--- config.mk ---
export PLATFORM = sky130hd
export DESIGN_NAME = gregorian_date_decrement_flat
export DESIGN_NICKNAME = d
export VERILOG_FILES = /design/src/rtl/gdd_pkg.sv /design/src/rtl/gdd_ifs.sv /design/src/rtl/gdd_front.sv /design/src/rtl/gdd_queue.sv /design/src/rtl/gdd_back.sv /design/src/rtl/gregorian_date_decrement.sv /design/src/flat_wrapper.sv
export SDC_FILE = /design/constraint.sdc
export NUM_CORES = 1
export LEC_CHECK = 0
export BUFFER_PORTS_ARGS = -buffer_cell sky130_fd_sc_hd__buf_2
export CAP_MARGIN = 10
export CORE_MARGIN = 2
export CORE_UTILIZATION = 25
export DETAILED_ROUTE_END_ITERATION = 8
export HOLD_SLACK_MARGIN = 0.06
export PLACE_DENSITY_LB_ADDON = 0.25
export SYNTH_ARGS = -nofsm -noshare
export SYNTH_HDL_FRONTEND = slang
export SYNTH_SLANG_ARGS = --single-unit
export TNS_END_PERCENT = 5
--- constraint.sdc ---
create_clock -name i_clk -period 6.4 [get_ports i_clk]
set_input_delay 0 -clock i_clk [delete_from_list [all_inputs] [get_ports i_clk]]
set_output_delay 0 -clock i_clk [all_outputs]
set_load 0.05 [all_outputs]
--- src/rtl/gdd_pkg.sv ---
// ----------------------------------------------------------------------------
// Gregorian date decrement: shared definitions
// Request kinds, calendar constants, the job record passed from the front
// end to the stepping unit, and the month length and leap-year helpers.
// ----------------------------------------------------------------------------
`default_nettype none

package gdd_pkg;

    localparam int unsigned Q_DEPTH = 2;
    localparam int unsigned Q_AW    = 1;

    typedef enum logic [1:0] {
        REQ_DAY   = 2'd0,
        REQ_WEEK  = 2'd1,
        REQ_MONTH = 2'd2,
        REQ_YEAR  = 2'd3
    } t_req_kind;

    localparam logic [4:0]  DAY_FIRST      = 5'd1;
    localparam logic [4:0]  DAY_LAST_DEC   = 5'd31;
    localparam logic [4:0]  DAY_FEB_LEAP   = 5'd29;
    localparam logic [4:0]  DAY_FEB_COMMON = 5'd28;
    localparam logic [3:0]  MONTH_JAN      = 4'd1;
    localparam logic [3:0]  MONTH_FEB      = 4'd2;
    localparam logic [3:0]  MONTH_DEC      = 4'd12;
    localparam logic [15:0] YEAR_MIN       = 16'h8000;

    // Year is biased by a multiple of 400 so the remainder search works on
    // a nonnegative value.
    localparam logic [16:0] YEAR_BIAS      = 17'd32800;
    localparam logic [16:0] CYCLE_YEARS    = 17'd400;
    localparam logic [2:0]  RED_FIRST      = 3'd7;
    localparam logic [8:0]  REM_LAST       = 9'd399;
    localparam logic [8:0]  REM_AFTER_WRAP = 9'd367;
    localparam logic [8:0]  REM_C1         = 9'd100;
    localparam logic [8:0]  REM_C2         = 9'd200;
    localparam logic [8:0]  REM_C3         = 9'd300;

    localparam logic [4:0] MONTH_LEN [12] = '{
        5'd31, 5'd28, 5'd31, 5'd30, 5'd31, 5'd30,
        5'd31, 5'd31, 5'd30, 5'd31, 5'd30, 5'd31
    };

    typedef struct packed {
        logic        month_mode;
        logic [17:0] cnt;
        logic [4:0]  day;
        logic [3:0]  month;
        logic [15:0] year;
        logic [8:0]  rem;
    } t_job;

    // The remainder is the year modulo 400, taken as a nonnegative value.
    function automatic logic is_leap(input logic [8:0] rem);
        return (rem[1:0] == 2'b00) && (rem != REM_C1) && (rem != REM_C2) &&
               (rem != REM_C3);
    endfunction

    function automatic logic [4:0] days_in(input logic [3:0] month, input logic leap);
        logic [4:0] len;
        if (month == MONTH_FEB) begin
            len = leap ? DAY_FEB_LEAP : DAY_FEB_COMMON;
        end else if ((month >= MONTH_JAN) && (month <= MONTH_DEC)) begin
            len = MONTH_LEN[month - MONTH_JAN];
        end else begin
            len = DAY_LAST_DEC;
        end
        return len;
    endfunction

    // Remainder after the year drops by one, including the wrap of the
    // most negative year to the most positive one.
    function automatic logic [8:0] rem_dec(input logic [8:0] rem, input logic [15:0] year);
        logic [8:0] res;
        if (year == YEAR_MIN) begin
            res = REM_AFTER_WRAP;
        end else if (rem == 9'd0) begin
            res = REM_LAST;
        end else begin
            res = rem - 9'd1;
        end
        return res;
    endfunction

endpackage

`default_nettype wire

--- src/rtl/gdd_ifs.sv ---
// ----------------------------------------------------------------------------
// Gregorian date decrement: channel interfaces
// Request and response channels with a valid/ready handshake.
// ----------------------------------------------------------------------------
`default_nettype none

interface gdd_req_if;
    logic               valid;
    logic               ready;
    logic [1:0]         req_type;
    logic [4:0]         in_day;
    logic [3:0]         in_month;
    logic signed [15:0] in_year;
    logic [14:0]        amount;

    modport source (output valid, req_type, in_day, in_month, in_year, amount,
                    input ready);
    modport sink (input valid, req_type, in_day, in_month, in_year, amount,
                  output ready);
endinterface

interface gdd_rsp_if;
    logic               valid;
    logic               ready;
    logic [4:0]         out_day;
    logic [3:0]         out_month;
    logic signed [15:0] out_year;

    modport source (output valid, out_day, out_month, out_year, input ready);
    modport sink (input valid, out_day, out_month, out_year, output ready);
endinterface

`default_nettype wire

--- src/rtl/gdd_front.sv ---
// ----------------------------------------------------------------------------
// Gregorian date decrement: front end
// Accepts a request, normalizes the date, works out the step count and
// finds the year modulo 400 by a shift-and-subtract search.
// ----------------------------------------------------------------------------
`default_nettype none

module gdd_front
    import gdd_pkg::*;
(
    input  wire        i_clk,
    input  wire        i_rst_n,
    gdd_req_if.sink    i_req,
    output logic       o_job_valid,
    input  wire        i_job_ready,
    output t_job       o_job
);

    typedef enum logic [2:0] {
        F_IDLE = 3'b001,
        F_RED  = 3'b010,
        F_PUSH = 3'b100
    } t_front_state;

    t_front_state r_state, n_state;
    t_job         r_job, n_job;
    logic [16:0]  r_acc, n_acc;
    logic [2:0]   r_k, n_k;
    logic [16:0]  sub_val;
    logic [17:0]  amt_ext;

    assign i_req.ready = (r_state == F_IDLE);
    assign o_job_valid = (r_state == F_PUSH);
    assign sub_val     = CYCLE_YEARS << r_k;
    assign amt_ext     = {3'b000, i_req.amount};

    always_comb begin
        o_job     = r_job;
        o_job.rem = r_acc[8:0];
    end

    always_comb begin
        n_state = r_state;
        n_job   = r_job;
        n_acc   = r_acc;
        n_k     = r_k;
        case (r_state)
            F_IDLE: begin
                if (i_req.valid) begin
                    n_state = F_RED;
                    n_k     = RED_FIRST;
                    n_acc   = {i_req.in_year[15], i_req.in_year} + YEAR_BIAS;
                    n_job.day = (i_req.in_day == 5'd0) ? DAY_FIRST : i_req.in_day;
                    if (i_req.in_month == 4'd0) begin
                        n_job.month = MONTH_JAN;
                    end else if (i_req.in_month > MONTH_DEC) begin
                        n_job.month = MONTH_DEC;
                    end else begin
                        n_job.month = i_req.in_month;
                    end
                    n_job.year       = i_req.in_year;
                    n_job.rem        = 9'd0;
                    n_job.month_mode = 1'b0;
                    case (t_req_kind'(i_req.req_type))
                        REQ_DAY: begin
                            n_job.cnt = amt_ext;
                        end
                        REQ_WEEK: begin
                            n_job.cnt = (amt_ext << 3) - amt_ext;
                        end
                        REQ_MONTH: begin
                            n_job.cnt        = amt_ext;
                            n_job.month_mode = 1'b1;
                        end
                        default: begin
                            n_job.cnt  = 18'd0;
                            n_job.year = i_req.in_year - {1'b0, i_req.amount};
                        end
                    endcase
                end
            end
            F_RED: begin
                if (r_acc >= sub_val) begin
                    n_acc = r_acc - sub_val;
                end
                n_k = r_k - 3'd1;
                if (r_k == 3'd0) begin
                    n_state = F_PUSH;
                end
            end
            F_PUSH: begin
                if (i_job_ready) begin
                    n_state = F_IDLE;
                end
            end
            default: begin
                n_state = F_IDLE;
            end
        endcase
    end

    always_ff @(posedge i_clk) begin
        if (!i_rst_n) begin
            r_state <= F_IDLE;
        end else begin
            r_state <= n_state;
        end
    end

    always_ff @(posedge i_clk) begin
        r_job <= n_job;
        r_acc <= n_acc;
        r_k   <= n_k;
    end

endmodule

`default_nettype wire

--- src/rtl/gdd_queue.sv ---
// ----------------------------------------------------------------------------
// Gregorian date decrement: job queue
// Small register FIFO that decouples the front end from the stepping unit.
// ----------------------------------------------------------------------------
`default_nettype none

module gdd_queue
    import gdd_pkg::*;
(
    input  wire        i_clk,
    input  wire        i_rst_n,
    input  wire        i_push_valid,
    output logic       o_push_ready,
    input  t_job       i_push_job,
    output logic       o_pop_valid,
    input  wire        i_pop_ready,
    output t_job       o_pop_job
);

    t_job            r_mem [Q_DEPTH];
    logic [Q_AW-1:0] r_wr, n_wr;
    logic [Q_AW-1:0] r_rd, n_rd;
    logic [Q_AW:0]   r_cnt, n_cnt;
    logic            push;
    logic            pop;

    assign o_push_ready = (r_cnt != (Q_AW + 1)'(Q_DEPTH));
    assign o_pop_valid  = (r_cnt != '0);
    assign o_pop_job    = r_mem[r_rd];
    assign push         = i_push_valid && o_push_ready;
    assign pop          = o_pop_valid && i_pop_ready;

    always_comb begin
        n_wr  = push ? r_wr + 1'b1 : r_wr;
        n_rd  = pop ? r_rd + 1'b1 : r_rd;
        n_cnt = r_cnt;
        if (push && !pop) begin
            n_cnt = r_cnt + 1'b1;
        end else if (pop && !push) begin
            n_cnt = r_cnt - 1'b1;
        end
    end

    always_ff @(posedge i_clk) begin
        if (!i_rst_n) begin
            r_wr  <= '0;
            r_rd  <= '0;
            r_cnt <= '0;
        end else begin
            r_wr  <= n_wr;
            r_rd  <= n_rd;
            r_cnt <= n_cnt;
        end
    end

    always_ff @(posedge i_clk) begin
        if (push) begin
            r_mem[r_wr] <= i_push_job;
        end
    end

endmodule

`default_nettype wire

--- src/rtl/gdd_back.sv ---
// ----------------------------------------------------------------------------
// Gregorian date decrement: stepping unit
// Takes jobs from the queue and applies one day or month step per cycle,
// then places the date in the output register.
// ----------------------------------------------------------------------------
`default_nettype none

module gdd_back
    import gdd_pkg::*;
(
    input  wire        i_clk,
    input  wire        i_rst_n,
    input  wire        i_job_valid,
    output logic       o_job_ready,
    input  t_job       i_job,
    gdd_rsp_if.source  o_rsp
);

    typedef enum logic [1:0] {
        B_IDLE = 2'b01,
        B_RUN  = 2'b10
    } t_back_state;

    t_back_state r_state, n_state;
    t_job        r_job, n_job;
    t_job        step_job;
    logic        r_out_valid, n_out_valid;
    logic [4:0]  r_out_day, n_out_day;
    logic [3:0]  r_out_month, n_out_month;
    logic [15:0] r_out_year, n_out_year;
    logic        out_free;
    logic        leap;
    logic [3:0]  prev_month;
    logic [4:0]  len_prev;

    assign o_job_ready     = (r_state == B_IDLE);
    assign out_free        = !r_out_valid || o_rsp.ready;
    assign o_rsp.valid     = r_out_valid;
    assign o_rsp.out_day   = r_out_day;
    assign o_rsp.out_month = r_out_month;
    assign o_rsp.out_year  = r_out_year;

    assign leap       = is_leap(r_job.rem);
    assign prev_month = r_job.month - 4'd1;
    assign len_prev   = days_in(prev_month, leap);

    always_comb begin
        step_job     = r_job;
        step_job.cnt = r_job.cnt - 18'd1;
        if (r_job.month_mode) begin
            if (r_job.month == MONTH_JAN) begin
                step_job.month = MONTH_DEC;
                step_job.year  = r_job.year - 16'd1;
                step_job.rem   = rem_dec(r_job.rem, r_job.year);
            end else begin
                step_job.month = prev_month;
                if (r_job.day > len_prev) begin
                    step_job.day = len_prev;
                end
            end
        end else if (r_job.day <= DAY_FIRST) begin
            if (r_job.month == MONTH_JAN) begin
                step_job.day   = DAY_LAST_DEC;
                step_job.month = MONTH_DEC;
                step_job.year  = r_job.year - 16'd1;
                step_job.rem   = rem_dec(r_job.rem, r_job.year);
            end else begin
                step_job.month = prev_month;
                step_job.day   = len_prev;
            end
        end else begin
            step_job.day = r_job.day - 5'd1;
        end
    end

    always_comb begin
        n_state     = r_state;
        n_job       = r_job;
        n_out_valid = r_out_valid && !o_rsp.ready;
        n_out_day   = r_out_day;
        n_out_month = r_out_month;
        n_out_year  = r_out_year;
        case (r_state)
            B_IDLE: begin
                if (i_job_valid) begin
                    n_job   = i_job;
                    n_state = B_RUN;
                end
            end
            B_RUN: begin
                if (r_job.cnt == 18'd0) begin
                    if (out_free) begin
                        n_out_valid = 1'b1;
                        n_out_day   = r_job.day;
                        n_out_month = r_job.month;
                        n_out_year  = r_job.year;
                        n_state     = B_IDLE;
                    end
                end else begin
                    n_job = step_job;
                end
            end
            default: begin
                n_state = B_IDLE;
            end
        endcase
    end

    always_ff @(posedge i_clk) begin
        if (!i_rst_n) begin
            r_state     <= B_IDLE;
            r_out_valid <= 1'b0;
        end else begin
            r_state     <= n_state;
            r_out_valid <= n_out_valid;
        end
    end

    always_ff @(posedge i_clk) begin
        r_job       <= n_job;
        r_out_day   <= n_out_day;
        r_out_month <= n_out_month;
        r_out_year  <= n_out_year;
    end

endmodule

`default_nettype wire

--- src/rtl/gregorian_date_decrement.sv ---
// Step count: the amount for day and month requests, seven times it for week
// requests, and zero for year requests, which the front end applies at once.
// The front end can take a new request while the stepping unit still works
// through an earlier job; the queue holds the jobs in between.
// Reset: synchronous, active low; clears the queue, both controllers and the output valid flag.
// ----------------------------------------------------------------------------
// Gregorian date decrement: top level
// Moves a date back by days, weeks, months or years, through a front end,
// a job queue and a stepping unit.
// ----------------------------------------------------------------------------
`default_nettype none

module gregorian_date_decrement
    import gdd_pkg::*;
(
    input  wire        i_clk,
    input  wire        i_rst_n,
    gdd_req_if.sink    i_req,
    gdd_rsp_if.source  o_rsp
);

    logic front_valid;
    logic front_ready;
    t_job front_job;
    logic q_valid;
    logic q_ready;
    t_job q_job;

    gdd_front u_front (
        .i_clk       (i_clk),
        .i_rst_n     (i_rst_n),
        .i_req       (i_req),
        .o_job_valid (front_valid),
        .i_job_ready (front_ready),
        .o_job       (front_job)
    );

    gdd_queue u_queue (
        .i_clk        (i_clk),
        .i_rst_n      (i_rst_n),
        .i_push_valid (front_valid),
        .o_push_ready (front_ready),
        .i_push_job   (front_job),
        .o_pop_valid  (q_valid),
        .i_pop_ready  (q_ready),
        .o_pop_job    (q_job)
    );

    gdd_back u_back (
        .i_clk       (i_clk),
        .i_rst_n     (i_rst_n),
        .i_job_valid (q_valid),
        .o_job_ready (q_ready),
        .i_job       (q_job),
        .o_rsp       (o_rsp)
    );

    a_month_range: assert property (@(posedge i_clk) disable iff (!i_rst_n)
        o_rsp.valid |-> (o_rsp.out_month >= MONTH_JAN) && (o_rsp.out_month <= MONTH_DEC))
        else $error("response month out of range");

    a_day_nonzero: assert property (@(posedge i_clk) disable iff (!i_rst_n)
        o_rsp.valid |-> (o_rsp.out_day != 5'd0))
        else $error("response day is zero");

    a_job_month_range: assert property (@(posedge i_clk) disable iff (!i_rst_n)
        q_valid |-> (q_job.month >= MONTH_JAN) && (q_job.month <= MONTH_DEC))
        else $error("queued job carries an unnormalized month");

    a_reset_idle: assert property (@(posedge i_clk)
        !i_rst_n |=> !o_rsp.valid && !q_valid)
        else $error("response or queue valid right after reset");

endmodule

`default_nettype wire

--- src/flat_wrapper.sv ---
// flat-port wrapper written by rule: the top's interface ports become plain ports
module gregorian_date_decrement_flat import gdd_pkg::*;
  (i_clk, i_rst_n, i_req_valid, i_req_req_type, i_req_in_day, i_req_in_month, i_req_in_year, i_req_amount, i_req_ready, o_rsp_valid, o_rsp_out_day, o_rsp_out_month, o_rsp_out_year, o_rsp_ready);
  gdd_req_if i_req_i ();
  gdd_rsp_if o_rsp_i ();
  input  wire i_clk;
  input  wire i_rst_n;
  input wire logic [$bits(i_req_i.valid)-1:0] i_req_valid;
  input wire logic [$bits(i_req_i.req_type)-1:0] i_req_req_type;
  input wire logic [$bits(i_req_i.in_day)-1:0] i_req_in_day;
  input wire logic [$bits(i_req_i.in_month)-1:0] i_req_in_month;
  input wire logic [$bits(i_req_i.in_year)-1:0] i_req_in_year;
  input wire logic [$bits(i_req_i.amount)-1:0] i_req_amount;
  output wire logic [$bits(i_req_i.ready)-1:0] i_req_ready;
  output wire logic [$bits(o_rsp_i.valid)-1:0] o_rsp_valid;
  output wire logic [$bits(o_rsp_i.out_day)-1:0] o_rsp_out_day;
  output wire logic [$bits(o_rsp_i.out_month)-1:0] o_rsp_out_month;
  output wire logic [$bits(o_rsp_i.out_year)-1:0] o_rsp_out_year;
  input wire logic [$bits(o_rsp_i.ready)-1:0] o_rsp_ready;
  assign i_req_i.valid = i_req_valid;
  assign i_req_i.req_type = i_req_req_type;
  assign i_req_i.in_day = i_req_in_day;
  assign i_req_i.in_month = i_req_in_month;
  assign i_req_i.in_year = i_req_in_year;
  assign i_req_i.amount = i_req_amount;
  assign i_req_ready = i_req_i.ready;
  assign o_rsp_valid = o_rsp_i.valid;
  assign o_rsp_out_day = o_rsp_i.out_day;
  assign o_rsp_out_month = o_rsp_i.out_month;
  assign o_rsp_out_year = o_rsp_i.out_year;
  assign o_rsp_i.ready = o_rsp_ready;
  gregorian_date_decrement u_core (.i_clk(i_clk), .i_rst_n(i_rst_n), .i_req(i_req_i), .o_rsp(o_rsp_i));
endmodule
==> metrics.csv, run 1 <==
stage,metric,value,unit
floorplan,fp.dieArea,53400,um2
synthesis,yosysSeqAreaShare,59.4,%
clocking,cts_root_buf,clkbuf_16,
placed_design,placedCellCount,1775,
worst_setup_path,slowest_stage,dlygate4sd3_1,
clocking,postCtsSetupBuffers,0,
finish,fin_cells,1879,
clocking,ctsResizeCount,0,
power_and_ir_drop,comb_power_share,20.6,%
floorplan,num_rows,83,
sta,fmax,0.269,GHz
synthesis,synth_cells,1049,
synthesis,netlist_area,12900,um2
drt,drcViolationCount,0,
sta,hold_violations,0,
power_and_ir_drop,p_leak,5.48,nW
sta,worst_pin_slew,0.915,ns
clocking,clk_pin_slew,0.06,ns
worst_setup_path,cp_max_fo,6,
finish,synthToLayoutAreaGrowth,20.5,%
worst_setup_path,r2r_setup_slack,2.69,ns
finish,layout_common_cells,"edfxtp_1, nand2_1, buf_2, ha_1, o21ai_0",
worst_setup_path,setup.worst_path.class,reg2reg,
sta,finalSetupViolations,0,
global_route,grt_pass1_vias,8310,
finish,fin_nets,1285,
synthesis,synth_warnings,0,
finish,antenna_cells,0,
global_route,grt_first_pass_wirelength,47200,um
sta,setup_tns,0,ns
global_route,antenna_found_initial,0,
clocking,numCtsBuffers,29,
worst_setup_path,r2r_start,u_core.u_front.r_k[1],
worst_setup_path,crit_top_cell,ha_1,
global_route,grtUsageMet1,16.5,%
min_path,worstHoldPathType,in2reg,
finish,final_common_cell,edfxtp_1,
power_and_ir_drop,p_int,3.62,mW
min_path,whs_endpoint,u_core.u_front.o_job[30],
sta,finalCriticalPeriod,3.71,ns
floorplan,dieHeight,231,um
global_route,use_met2,17.4,%
global_route,gr-max-usage-layer,met2,
floorplan,die_width,231,um
flow_run,cap_violations,0,
placed_design,hpwl,21200,um
worst_setup_path,crit_arrival,4.01,ns
finish,fill_cells,5189,
worst_setup_path,end_kind,register,
synthesis,ys_types,69,
sta,rsz0062_at_grt,false,
drt,initialDrtViolationCount,526,
global_route,met3_usage,1.64,%
worst_setup_path,crit_chain,"inv_1, ha_1, or2_2, ha_1, o2111a_1, a211oi_1, o211ai_1, a221o_1, xnor2_1, nand2_1, o41ai_1, dlygate4sd3_1",
floorplan,initial_core_util,25.2,%
sta,hold_slack,0.187,ns
min_path,hold_path.startpoint,i_req_in_day[1],
clocking,clockBufferDepth,3,
global_route,overflow,0,
power_and_ir_drop,p_clk_share,32.0,%
floorplan,ioPinCount,73,
synthesis,synth-async-reset-ratio,0,%
worst_setup_path,critPathRequiredTime,6.69,ns
finish,drive_gt1_share,13.1,%
sta,max_slew_margin,38.9,%
power_and_ir_drop,p_per_area,332,nW/um2
clocking,cts_sinks,259,
synthesis,yosysTopAreaCellShare,57.7,%
synthesis,avgSynthCellArea,12.3,um2
synthesis,synth_area_leaders,"edfxtp_1, ha_1, mux2i_1",
worst_setup_path,reg2reg_depth,12,
global_route,track_usage,11.2,%
power_and_ir_drop,pwr-share-seq,47.4,%
sta,skew,0.0155,ns
clocking,htreeDepth,1,
floorplan,core_area,51200,um2
synthesis,ys.flop_type,edfxtp_1,
outcome,status,"complete, no violations",
worst_setup_path,crit_path_max_incr_delay,0.56,ns
finish,utilization,30.4,%
global_route,grt_max_degree,55,
sta,min_period_over_period,58.0,%
synthesis,synthesis.nets,1157,
drt,vias,8280,
power_and_ir_drop,p_switching,1.54,mW
power_and_ir_drop,peakVddDrop,0.194,mV
clocking,cts_tree,yes,
min_path,hold_path_depth,2,
worst_setup_path,cp-start-kind,register,
clocking,clk_latency,0.55,ns
placed_design,routabilityCongestion,0.802,
synthesis,ys_seq_elements,259,
drt,routed_via_density,4.41,
drt,dr.pass1.iters,5,
sta,finalMaxSlewViolations,0,
clocking,ctsHoldBuffers,51,
placed_design,port-buffer-count,72,
drt,wl_per_cell,16.1,um
drt,wl,30300,um
drt,drtAntennaViolNets,0,
worst_setup_path,rr_endpoint,u_core.u_front.r_acc[16],
power_and_ir_drop,switching_share,29.9,%
synthesis,synth_enable_flop_cells,248,
synthesis,synth_top_area_cell,edfxtp_1,
==> how the worst max path moves through the flow <==
stage / startpoint / end / depth (start not counted) / slack [ns]
after floorplan: u_core.u_queue.r_cnt[0] / u_core.u_queue.r_mem[0][0] / 3 / 2.59
after global placement: u_core.u_back.r_job[25] / u_core.u_back.r_job[31] / 11 / 3.16
after detailed placement: u_core.u_back.r_job[25] / u_core.u_back.r_job[32] / 11 / 3.01
after CTS: u_core.u_front.r_k[1] / u_core.u_front.r_acc[16] / 12 / 2.67
after global routing: u_core.u_front.r_k[1] / u_core.u_front.r_acc[16] / 12 / 2.48
final: u_core.u_front.r_k[1] / u_core.u_front.r_acc[16] / 12 / 2.69
==> flip-flops by register name, summed over array words and instances, names as in the netlist, named ones only <==
signal                         count
u_core.u_front.o_job              44
u_core.u_back.o_rsp.out_year      16
u_core.u_queue.r_mem             106
u_core.u_back.o_rsp.valid          1
u_core.u_queue.r_rd                1
u_core.u_back.o_rsp.out_day        5
u_core.u_front.r_state             3
u_core.u_back.r_state              2
u_core.u_back.r_job               53
u_core.u_queue.r_wr                1
u_core.u_back.o_rsp.out_month      4
u_core.u_front.r_acc              17
u_core.u_front.r_k                 3
u_core.u_queue.r_cnt               2
==> per-layer routing <==
| layer | vias to the layer above | wire length (um) |
|---|---|---|
| li1 | 4173 | - |
| met1 | 3943 | 15700 |
| met2 | 131 | 13100 |
| met3 | 33 | 1010 |
| met4 | 0 | 524 |
| met5 | - | 0 |
==> cells in the mapped netlist, drive strengths merged, types with 8 or more instances <==
master and count:
edfxtp 248, nand2 75, ha 61, o21ai 61
nor2 58, inv 50, a21oi 48, xnor2 44
mux2i 41, xor2 37, clkbuf 34, nor2b 30
nor3 26, a211oi 23, a31oi 17, nand2b 17
nand3 15, o21a 15, o22ai 15, dfxtp 11
a21o 9, or3 9, and2 8
==> power groups by stage <==
stage / logic (mW) / clock network (mW) / registers (mW)
3_3_place_gp: 1.03 / 0 / 2.48
5_1_grt: 1.20 / 1.77 / 2.49
2_1_floorplan: 0.794 / 0 / 2.38
3_5_place_dp: 1.04 / 0 / 2.48
6_report: 1.06 / 1.65 / 2.45
4_1_cts: 1.07 / 1.70 / 2.45
==> critical path, delay by kind of cell (launching register included) <==
family | cells | cell delay (ns)
compound gates | 5 | 1.18
buf+inv | 2 | 0.71
fa+ha+maj | 2 | 0.63
flops | 1 | 0.47
simple gates | 2 | 0.36
xor+xnor | 1 | 0.13
==> final cells by class <==
class / instances / area [um2] / area share [%]
flip-flops and latches: 259 / 7670 / 49.3
multi-input cells: 703 / 4940 / 31.8
repair buffers: 134 / 953 / 6.13
well taps: 680 / 851 / 5.47
clock buffers: 38 / 790 / 5.08
inverters: 50 / 188 / 1.21
clock inverters: 15 / 158 / 1.01
==> kinds of logic after synthesis <==
| kind of cell | synth area share [%] |
|---|---|
| xor gates and xnor gates | 5.50 |
| and+or+nand+nor | 11.4 |
| adders and majority gates | 6.07 |
| buffers and inverters | 2.53 |
| AOI/OAI and AO/OA | 11.7 |
| muxes | 3.36 |
| DFF | 59.4 |
==> per-stage QoR <==
step                      setup slack (ns)  instance area (um2)  total power [mW]
final                                 2.69                15500              5.16
after detailed placement              3.01                14100              3.52
after global placement                3.16                14100              3.51
after CTS                             2.67                15500              5.22
after floorplan                       2.59                12900              3.17
after global routing                  2.48                15500              5.46
(Power assumes the default switching activity.)
==> inputs of run 2 (changes only) <==
==> constraint.sdc (replaced) <==
create_clock -name i_clk -period 3.2 [get_ports i_clk]
set_input_delay 0 -clock i_clk [delete_from_list [all_inputs] [get_ports i_clk]]
set_output_delay 0 -clock i_clk [all_outputs]
set_load 0.05 [all_outputs]
==> run 2 against run 1 <==
Effect of this change: clock skew decreased by 0.0054 ns; critical path type unchanged; highest routed layer unchanged; cell count increased by 0.69%; non-clock buffer count increased by 14; largest cell class unchanged; via count unchanged; global-route usage decreased by 0.17 points; sequential share of layout area decreased by 0.76 points; clock-buffer cell count decreased by 1; utilization increased by 0.48 points; die area unchanged; critical path depth unchanged.
==> metrics.csv, run 2 (synthesis results as in run 1) <==
stage,metric,value,unit
worst_setup_path,crit_arrival,3.32,ns
drt,drtAntennaViolNets,0,
placed_design,routabilityCongestion,0.785,
finish,layout_common_cells,"edfxtp_1, nand2_1, buf_2, ha_1, o21ai_0",
placed_design,port-buffer-count,72,
sta,worst_pin_slew,0.668,ns
finish,top_register,u_core.u_queue.r_mem,
floorplan,dieHeight,231,um
worst_setup_path,critPathRequiredTime,3.46,ns
global_route,track_usage,11.0,%
clocking,clk_latency,0.55,ns
worst_setup_path,cp_max_fo,8,
clocking,numCtsBuffers,28,
worst_setup_path,end_kind,register,
finish,synthToLayoutAreaGrowth,22.4,%
clocking,clk_pin_slew,0.06,ns
sta,skew,0.0101,ns
drt,wl,29600,um
placed_design,post_dp_cell_area,14300,um2
power_and_ir_drop,p_per_area,666,nW/um2
floorplan,num_rows,83,
floorplan,core_area,51200,um2
finish,antenna_cells,0,
worst_setup_path,rr_endpoint,u_core.u_front.r_acc[12],
finish,drive_gt1_share,14.4,%
drt,dr.pass1.iters,5,
drt,initialDrtViolationCount,456,
min_path,hold_path_depth,2,
placed_design,hpwl,21200,um
worst_setup_path,r2r_setup_slack,0.14,ns
floorplan,fp.dieArea,53400,um2
clocking,clockBufferDepth,3,
placed_design,placedCellCount,1788,
outcome,status,"complete, no violations",
drt,drcViolationCount,0,
drt,wl_per_cell,15.7,um
finish,postLayoutCellArea,15800,um2
worst_setup_path,reg2reg_depth,12,
min_path,hold_path.startpoint,i_req_in_day[1],
sta,hold_slack,0.193,ns
sta,fmax,0.327,GHz
clocking,htreeDepth,1,
global_route,overflow,0,
floorplan,die_width,231,um
drt,routed_via_density,4.38,
drt,vias,8280,
global_route,grt_first_pass_wirelength,46500,um
power_and_ir_drop,peakVddDrop,0.387,mV
worst_setup_path,cp-start-kind,register,
sta,finalMaxSlewViolations,0,
clocking,postCtsSetupBuffers,0,
worst_setup_path,r2r_start,u_core.u_front.r_k[0],
worst_setup_path,crit_start,u_core.u_front.r_k[0],
min_path,whs_endpoint,u_core.u_front.o_job[30],
clocking,cts_tree,yes,
floorplan,initial_core_util,25.2,%
clocking,cts_sinks,259,
finish,final_common_cell,edfxtp_1,
global_route,grt_max_degree,46,
global_route,grt_pass1_vias,8063,
sta,max_slew_margin,54.8,%
sta,finalCriticalPeriod,3.06,ns
clocking,cts_root_buf,clkbuf_16,
worst_setup_path,setup.worst_path.class,reg2reg,
sta,hold_violations,0,
sta,finalSetupViolations,0,
floorplan,ioPinCount,73,
global_route,antenna_found_initial,0,
flow_run,cap_violations,0,
finish,largest_reg_flops,106,
finish,fin_cells,1892,
min_path,worstHoldPathType,in2reg,
finish,fin_nets,1298,
power_and_ir_drop,p_leak,5.58,nW
sta,min_period_over_period,95.6,%
power_and_ir_drop,fin_total_pwr,10.5,mW
run 2: how the worst max path moves through the flow:
stage	to	depth (start not counted)
after floorplan	u_core.u_front.r_acc[10]	11
after global placement	u_core.u_front.r_acc[12]	12
after detailed placement	u_core.u_front.r_acc[16]	12
after CTS	u_core.u_front.r_acc[13]	12
after global routing	u_core.u_front.r_acc[16]	12
final	u_core.u_front.r_acc[12]	12
run 2: through the flow:
stage               utilization, %  setup WS (ns)  TNS (ns)
CTS                           30.8          0.114         0
floorplan                        -         -0.594    -11.20
finish                        30.8          0.142         0
global placement              27.8          0.184         0
global route                  30.8       -0.00759   -0.0573
detailed placement            27.8          0.142         0
run 2: worst max-delay path, stage by stage, from the launching register on:
cell,delay [ns]
edfxtp_1,0.39
inv_1,0.09
ha_1,0.36
or2_2,0.29
ha_1,0.29
o2111a_1,0.21
a211o_1,0.17
nand2b_1,0.10
a31oi_2,0.18
a21oi_1,0.13
nand2b_1,0.15
a21boi_1,0.19
buf_4,0.21
run 2: layout make-up:
cell class | instances | area, um2
sequential | 259 | 7670
clock inverter | 15 | 208
fill | 5175 | 35400
clock buffer | 37 | 776
multi-input combinational | 703 | 4960
tap | 680 | 851
timing repair buffer | 148 | 1140
inverter | 50 | 188
run 2: report_power, final:
| part | total (mW) | leakage [nW] | internal [mW] | switching [mW] |
|---|---|---|---|---|
| Sequential | 4.90 | 2.37 | 4.38 | 0.518 |
| Combinational | 2.19 | 2.74 | 0.950 | 1.24 |
| Clock | 3.44 | 0.470 | 2.10 | 1.33 |
run 2: layer usage:
layer	up-vias	share of wire (%)	track usage, %
li1	4209	-	-
met1	3881	52	16.6
met2	145	42	16.5
met3	45	3.5	1.61
met4	0	2.2	2.72
met5	-	0	0
run 2: what timing repair did:
item	in CTS	in global routing
endpoints found under the setup margin	0	14
endpoints found under the hold margin	75	0
resized for setup	0	6
hold buffers	52	0
==> inputs of run 3 (changes only) <==
--- a/config.mk
+++ b/config.mk
@@ -11,6 +11,7 @@
 export CORE_UTILIZATION = 25
 export DETAILED_ROUTE_END_ITERATION = 8
 export HOLD_SLACK_MARGIN = 0.06
+export MAX_ROUTING_LAYER = met4
 export PLACE_DENSITY_LB_ADDON = 0.25
 export SYNTH_ARGS = -nofsm -noshare
 export SYNTH_HDL_FRONTEND = slang
==> constraint.sdc (replaced) <==
create_clock -name i_clk -period 3.7 [get_ports i_clk]
set_input_delay 0 -clock i_clk [delete_from_list [all_inputs] [get_ports i_clk]]
set_output_delay 0 -clock i_clk [all_outputs]
set_load 0.05 [all_outputs]
==> run 3 against run 2 <==
Effect of this change: cell count is essentially flat; via count grew 1.0%; sequential power shrank 13%; largest power group unchanged; utilization shrank 0.11 points; sequential share of layout area grew 0.18 points; routed wire length grew 2.5%; sequential cell count is the same; critical endpoint is now u_core.u_front.r_acc[16]; critical path type unchanged.
==> metrics.csv, run 3 (synthesis results as in run 1) <==
stage,metric,value,unit
outcome,status,"complete, no violations",
worst_setup_path,crit_arrival,3.83,ns
drt,wl,30400,um
floorplan,num_rows,83,
drt,wl_per_cell,16.0,um
clocking,htreeDepth,1,
placed_design,port-buffer-count,72,
sta,finalMaxSlewViolations,0,
power_and_ir_drop,fin_total_pwr,9.10,mW
worst_setup_path,rr_endpoint,u_core.u_front.r_acc[16],
worst_setup_path,setup.worst_path.class,reg2reg,
sta,max_slew_margin,39.3,%
finish,layout_common_cells,"edfxtp_1, nand2_1, buf_2, ha_1, o21ai_0",
sta,hold_slack,0.202,ns
floorplan,core_area,51200,um2
finish,utilization,30.7,%
global_route,grt_max_degree,63,
sta,finalSetupViolations,0,
global_route,grt_pass1_vias,8083,
finish,largest_reg_flops,106,
global_route,overflow,0,
min_path,worstHoldPathType,in2reg,
floorplan,initial_core_util,25.2,%
placed_design,routabilityCongestion,0.836,
clocking,cts_sinks,259,
clocking,cts_tree,yes,
worst_setup_path,reg2reg_depth,12,
drt,dr.pass1.iters,4,
finish,fin_nets,1299,
drt,routed_via_density,4.42,
sta,setup_tns,0,ns
finish,synthToLayoutAreaGrowth,22.0,%
floorplan,ioPinCount,73,
worst_setup_path,r2r_start,u_core.u_front.r_k[0],
flow_run,cap_violations,0,
sta,hold_violations,0,
clocking,cts_root_buf,clkbuf_16,
clocking,clk_pin_slew,0.06,ns
min_path,hold_path.startpoint,i_req_in_day[4],
placed_design,hpwl,21500,um
drt,initialDrtViolationCount,385,
finish,antenna_cells,0,
drt,vias,8363,
power_and_ir_drop,peakVddDrop,0.322,mV
placed_design,post_dp_cell_area,14200,um2
sta,min_period_over_period,95.5,%
finish,drive_gt1_share,14.3,%
min_path,hold_path_depth,2,
finish,top_register,u_core.u_queue.r_mem,
finish,postLayoutCellArea,15700,um2
global_route,antenna_found_initial,0,
floorplan,die_width,231,um
global_route,track_usage,11.5,%
floorplan,fp.dieArea,53400,um2
worst_setup_path,end_kind,register,
drt,drtAntennaViolNets,0,
clocking,clockBufferDepth,3,
sta,fmax,0.283,GHz
worst_setup_path,cp_max_fo,5,
clocking,clk_latency,0.55,ns
finish,final_common_cell,edfxtp_1,
worst_setup_path,cp-start-kind,register,
global_route,grt_first_pass_wirelength,47000,um
sta,skew,0.0117,ns
sta,worst_pin_slew,0.910,ns
power_and_ir_drop,p_per_area,578,nW/um2
worst_setup_path,critPathRequiredTime,4.00,ns
sta,finalCriticalPeriod,3.53,ns
clocking,numCtsBuffers,29,
worst_setup_path,r2r_setup_slack,0.17,ns
power_and_ir_drop,p_leak,5.57,nW
drt,drcViolationCount,0,
floorplan,dieHeight,231,um
min_path,whs_endpoint,u_core.u_front.o_job[33],
-- run 3: cell types whose count changed in the layout (fill, tap and decap cells not counted), sizes merged --
cell / delta
clkinv: +4
bufinv: +1
clkbuf: -3
inv: +1
clkinvlp: -2
-- run 3: power breakdown --
part | switching (mW) | internal [mW]
clock | 1.16 | 1.85
sequential | 0.481 | 3.79
combinational | 1.04 | 0.774
total | 2.68 | 6.42
-- run 3: critical path: stages, from the launching register on --
cell and delay [ns]:
edfxtp_1 0.40, inv_1 0.08, ha_1 0.35, or2_2 0.29, ha_1 0.35, o2111a_1 0.17
a211oi_2 0.20, o211ai_1 0.21, a221o_1 0.41, xnor2_1 0.13, nand2_1 0.07, o41ai_1 0.06
dlygate4sd3_1 0.56
-- run 3: cell type report --
class                           instances  area, um2
Sequential cell                       259       7670
Tap cell                              680        851
Multi-Input combinational cell        703       4940
Clock buffer                           34        744
Clock inverter                         19        251
Timing Repair Buffer                  148       1090
Inverter                               50        188
Fill cell                            5142      35500
-- run 3: worst max-delay path by stage --
stage	start	endpoint	slack [ns]
after floorplan	u_core.u_front.r_k[1]	u_core.u_front.r_acc[10]	-0.09
after global routing	u_core.u_front.r_k[0]	u_core.u_front.r_acc[16]	-0.004
final	u_core.u_front.r_k[0]	u_core.u_front.r_acc[16]	0.17
after CTS	u_core.u_front.r_k[1]	u_core.u_front.r_acc[16]	0.03
after global placement	u_core.u_back.r_job[25]	u_core.u_back.r_job[31]	0.50
after detailed placement	u_core.u_back.r_job[25]	u_core.u_back.r_job[33]	0.36
-- run 3: stage by stage --
step	worst slack [ns]	cells
floorplan	-0.0936	1049
global placement	0.502	1781
detailed placement	0.360	1781
CTS	0.0278	1886
global route	-0.00421	1893
finish	0.167	1893
-- run 3: timing repair --
action,CTS,global route
setup endpoints to repair,0,6
hold buffers,52,0
endpoints found under the hold margin,75,0
setup buffers,0,7
gates resized for setup,0,3
-- run 3: routing by layer --
metal  up-vias  GRT usage, %  part of all wire, %
met1      3974          16.9                   52
met3        38          1.38                  3.2
li1       4208             -                    -
met4         0          2.42                  1.7
met2       143          17.0                   43
met5         -             -                    0
